### src/rtl/core/cfrp_pkg.sv
// cfrp_pkg: types and constants for the cube face ray projection block
// no dependencies

package cfrp_pkg;

  localparam int COEF_W = 16;
  localparam int RAY_W  = 16;
  localparam int ROW_W  = 3 * COEF_W;
  localparam int PROD_W = 2 * COEF_W;
  localparam int CAM_W  = PROD_W + 1;
  localparam int FOC_W  = 16;
  localparam int DIM_W  = 13;
  localparam int PIX_W  = 12;
  localparam int ST_W   = 2;
  localparam int FA_W   = FOC_W + 1 + CAM_W;
  localparam int DZ_W   = DIM_W + 1 + CAM_W;
  localparam int NUM_W  = 52;
  localparam int IDX_W  = 3;
  localparam int CFG_W  = 48;

  typedef enum logic [IDX_W-1:0] {
    REG_ROT_X   = 3'd0,
    REG_ROT_Y   = 3'd1,
    REG_ROT_Z   = 3'd2,
    REG_FOCAL_H = 3'd3,
    REG_FOCAL_V = 3'd4,
    REG_FACE_W  = 3'd5,
    REG_FACE_H  = 3'd6
  } cfg_reg_t;

  localparam logic [ST_W-1:0] ST_VALID  = 2'd0;
  localparam logic [ST_W-1:0] ST_BEHIND = 2'd1;
  localparam logic [ST_W-1:0] ST_OUTSIDE = 2'd2;
  localparam logic [ST_W-1:0] ST_UNUSED = 2'd3;

  localparam logic [ROW_W-1:0] ROT_X_RST = 48'd16384;
  localparam logic [ROW_W-1:0] ROT_Y_RST = 48'd1073741824;
  localparam logic [ROW_W-1:0] ROT_Z_RST = 48'd70368744177664;
  localparam logic [FOC_W-1:0] FOCAL_RST = 16'd4096;
  localparam logic [DIM_W-1:0] DIM_RST   = 13'd512;

  typedef struct packed {
    logic signed [RAY_W-1:0] ray_x;
    logic signed [RAY_W-1:0] ray_y;
    logic signed [RAY_W-1:0] ray_z;
  } in_item_t;

  typedef struct packed {
    logic [PIX_W-1:0] pixel_col;
    logic [PIX_W-1:0] pixel_row;
    logic [ST_W-1:0]  status;
  } out_item_t;

endpackage

### src/rtl/core/cfrp_div.sv
// cfrp_div: pipelined restoring divider, one quotient bit per stage
// depends on cfrp_pkg for the dividend width

module cfrp_div #(
  parameter int QW = 12
) (
  input  logic                          clk,
  input  logic [cfrp_pkg::NUM_W-1:0]    dividend,
  input  logic [cfrp_pkg::NUM_W-1:0]    divisor,
  output logic [QW-1:0]                 quotient
);

  logic [cfrp_pkg::NUM_W-1:0] rem_r [1:QW];
  logic [cfrp_pkg::NUM_W-1:0] den_r [1:QW];
  logic [QW-1:0]              quo_r [1:QW];

  for (genvar k = 0; k < QW; k++) begin : g_stage
    localparam int SH = QW - 1 - k;
    logic [cfrp_pkg::NUM_W-1:0] rem_w;
    logic [cfrp_pkg::NUM_W-1:0] den_w;
    logic [QW-1:0]              quo_w;
    logic [cfrp_pkg::NUM_W-1:0] sub_w;
    logic                       take_w;
    if (k == 0) begin : g_head
      assign rem_w = dividend;
      assign den_w = divisor;
      assign quo_w = '0;
    end else begin : g_body
      assign rem_w = rem_r[k];
      assign den_w = den_r[k];
      assign quo_w = quo_r[k];
    end
    assign sub_w  = den_w << SH;
    assign take_w = (rem_w >= sub_w);
    always_ff @(posedge clk) begin
      rem_r[k+1] <= take_w ? (rem_w - sub_w) : rem_w;
      den_r[k+1] <= den_w;
      quo_r[k+1] <= quo_w | (QW'(take_w) << SH);
    end
  end

  assign quotient = quo_r[QW];

endmodule

### config.mk
export PLATFORM = sky130hd
export DESIGN_NAME = cfrp_div
export DESIGN_NICKNAME = d
export VERILOG_FILES = /design/src/rtl/core/cfrp_pkg.sv /design/src/rtl/core/cfrp_div.sv
export SDC_FILE = /design/constraint.sdc
export NUM_CORES = 2
export LEC_CHECK = 0
export BUFFER_PORTS_ARGS = -buffer_cell sky130_fd_sc_hd__buf_4
export CAP_MARGIN = 0
export CORE_MARGIN = 3
export CORE_UTILIZATION = 29
export DETAILED_ROUTE_END_ITERATION = 8
export PLACE_DENSITY_LB_ADDON = 0.15
export SYNTH_ARGS = -nofsm -noshare
export SYNTH_HDL_FRONTEND = slang
export SYNTH_SLANG_ARGS = --single-unit
### constraint.sdc
create_clock -name clk -period 4 [get_ports clk]
set_input_delay 0.2 -clock clk [delete_from_list [all_inputs] [get_ports clk]]
set_output_delay 0.2 -clock clk [all_outputs]
set_load 0.02 [all_outputs]
==> results_dict.tcl <==
set metrics [dict create \
    outcome "finished clean" \
    pre_cts_ws_ps -421 \
    antenna_found_initial 0 \
    async_reset_ff_frac 0 \
    dr.pass1.iters 8 \
    synth_common_cells "dfxtp_1, inv_1, nand2_1" \
    fin_crit_ps 3850 \
    critPathRequiredTime_ps 4660 \
    dp.cells 9751 \
    fin_hold_ws_ps 86.0 \
    crit_type "reg2reg" \
    drive_above_1_share 0.0982 \
    fin_cells 10200 \
    finalHoldViolCount 0 \
    drt-initial-drc-count 2534 \
    skew_ps 24.5 \
    route.detailed.drc 0 \
    endpoint_kind "register" \
    cp_max_fo 50 \
    final_area_sq_um 72600 \
    yosysSeqAreaShare 0.401 \
    gp_congestion 0.895 \
    pin_count 117 \
    synth_area_sq_um 60900 \
    cts_sinks 1222 \
    clockRootBuffer "clkbuf_16" \
    grt_pass1_vias 48600 \
    overflow 0 \
    grt_max_degree 68 \
    multi_input_area_sq_um 33000 \
    diodes 0 \
    worst_pin_slew_ps 766 \
    fmax_mhz 260 \
    wire_per_inst_microns 16.4 \
    yosys.area.top_type_share 0.401 \
    finalNetCount 7928 \
    critPathBufInv 3 \
    n_fill_cell 21600 \
    cp-start-kind "register" \
    timing.final.crit_share 0.961 \
    max_stage_delay_ps 700 \
    cts_tree "yes" \
    rsz0062_at_grt "no" \
    die-area_sq_um 216000 \
    synthCells 6902 \
    initial_utilization 0.293 \
    regArea_sq_um 24500 \
    viasPerCell 4.69 \
    placed_area_sq_um 66000 \
    grt.total_usage 0.151 \
    fp-row-count 167 \
    syn-num-nets 7576 \
    min_path_type "in2reg" \
    slew_viol_final 0 \
    post-dp-hpwl_microns 133000 \
    synth_area_leaders "dfxtp_1, ha_1, a21oi_1" \
    drt-total-wl_microns 166000 \
    critical_path_arrival_ps 4500 \
    die_y_microns 464 \
    tns_ps 0 \
    path_cells "inv_1, ha_1, nand2_1, nor3_1, nand4_1, or4_1, nor4_4, buf_4, o21ai_1, a21oi_4, buf_12, mux2_2" \
    grt_pass1_wl_microns 263000 \
    ys_types 97 \
    cts.reportedPaths.clkPinSlew_ps 60 \
    htree_levels 4 \
    clk_path_buf_depth 3 \
    cts_setup_buffers 0 \
    die_x_microns 464 \
    leakage_uw 0.0337 \
    cp_top_family "simple AND/OR/NAND/NOR gates" \
    syn_to_final_growth_pct 19.1 \
    clkLatencyLatePin_ps 780 \
    p_per_area_nw_per_um2 867 \
    cap_violations 0 \
    synth_edf_count 0 \
    slew_headroom 0.484 \
    ff2ff_setup_slack_ps 150 \
    synth_warnings 0 \
    syn_area_per_cell_sq_um 8.83 \
    route.antenna.remaining_nets 0 \
    yosysMostFrequentCell "dfxtp_1" \
    cpMaxStageDelayCell "or4_1" \
    core_area_sq_um 208000 \
    ir_drop_v 0.000614 \
    routed-via-count 47700 \
    ys_ff_latch 1222 \
    ys.flop_type "dfxtp_1" \
    synth_top_area_cell "dfxtp_1" \
    cts_buffers 150 \
    finalWorstSetupSlack_ps 154 \
    setup_viol 0 \
    numPortBuffers 116 \
]
-- through the flow --
stage                     utilization  power (uW)
after floorplan                     -       39800
after global placement          0.317       49000
after detailed placement        0.317       48900
after CTS                       0.349       63700
after global routing            0.349       68200
final                           0.349       63000
-- layout by cell type (no fill, tap or decap), types with 29 or more instances in the layout --
master         count
a211oi_1          49
a21o_1           322
a21oi_1          563
a31oi_1           70
and3_1            53
buf_4            293
clkbuf_16        155
clkinv_2          29
dfxtp_1         1222
dlygate4sd3_1    139
ha_1             558
inv_1            699
mux2_1            41
mux2_2           106
nand2_1          570
nand2b_1          65
nand3_1          100
nand4_1          134
nor2_1           317
nor2b_1           77
nor3_1            72
o211ai_1          35
o21a_1            67
o21ai_0          548
o21bai_1          82
xnor2_1          253
xor2_1           196
-- logic make-up (layout without fill, tap and decap cells) --
kind of cell | after synthesis | in the layout | share of synthesized area
xor+xnor | 449 | 449 | 0.0645
simple gates | 1548 | 1548 | 0.122
flops | 1222 | 1222 | 0.401
compound gates | 2010 | 2010 | 0.206
fa+ha+maj | 569 | 569 | 0.118
buf+inv | 946 | 1418 | 0.0592
mux | 158 | 158 | 0.0290
-- area by class of cell --
| class | instances | share of cell area |
|---|---|---|
| Clock inverter | 72 | 0.0131 |
| Inverter | 702 | 0.0363 |
| Timing Repair Buffer | 444 | 0.0528 |
| Tap cell | 2788 | 0.0480 |
| Sequential cell | 1222 | 0.337 |
| Multi-Input combinational cell | 4734 | 0.454 |
| Clock buffer | 200 | 0.0588 |
-- state kept, by name, summed over array words and instances (netlist names) --
signal  count
den_r     572
quo_r      78
rem_r     572
-- layer usage --
metal | wire length, microns | share of wire | GRT usage
met4 | 7670 | 0.046 | 0.0690
met1 | 77700 | 0.47 | 0.191
met5 | 0 | 0 | 0
met2 | 75800 | 0.46 | 0.254
met3 | 5080 | 0.031 | 0.0215
-- power breakdown --
group | internal (uW) | switching, uW | total [uW]
sequential | 15600 | 2100 | 17700
combinational | 13600 | 17500 | 31100
clock | 8740 | 5420 | 14200
-- worst paths after layout --
kind	from	endpoint	depth (start not counted)
worst max-delay path	den_r[0][178]	rem_r[0][230]	12
worst min-delay path	divisor[9]	den_r[0][61]	2
worst max register to register	den_r[0][178]	rem_r[0][230]	12
worst min register to register	den_r[0][465]	den_r[0][517]	0
-- timing repair --
action | in CTS | in global routing
pin swaps | 1 | 0
setup endpoints to repair | 45 | 4
hold endpoints to repair | 104 | 0
hold buffers | 139 | 0
gates resized for setup | 2 | 2
-- worst register-to-register path, delay by kind of cell, from the launching register on --
| family | cells | cell delay, ps |
|---|---|---|
| multiplexers | 1 | 480 |
| adder cells (fa/ha/maj) | 1 | 380 |
| flip-flops | 1 | 320 |
| AND/OR/NAND/NOR | 5 | 1750 |
| buffers and inverters | 3 | 520 |
| AO/OA/AOI/OAI | 2 | 280 |
Power figures use the tool's default switching activity.
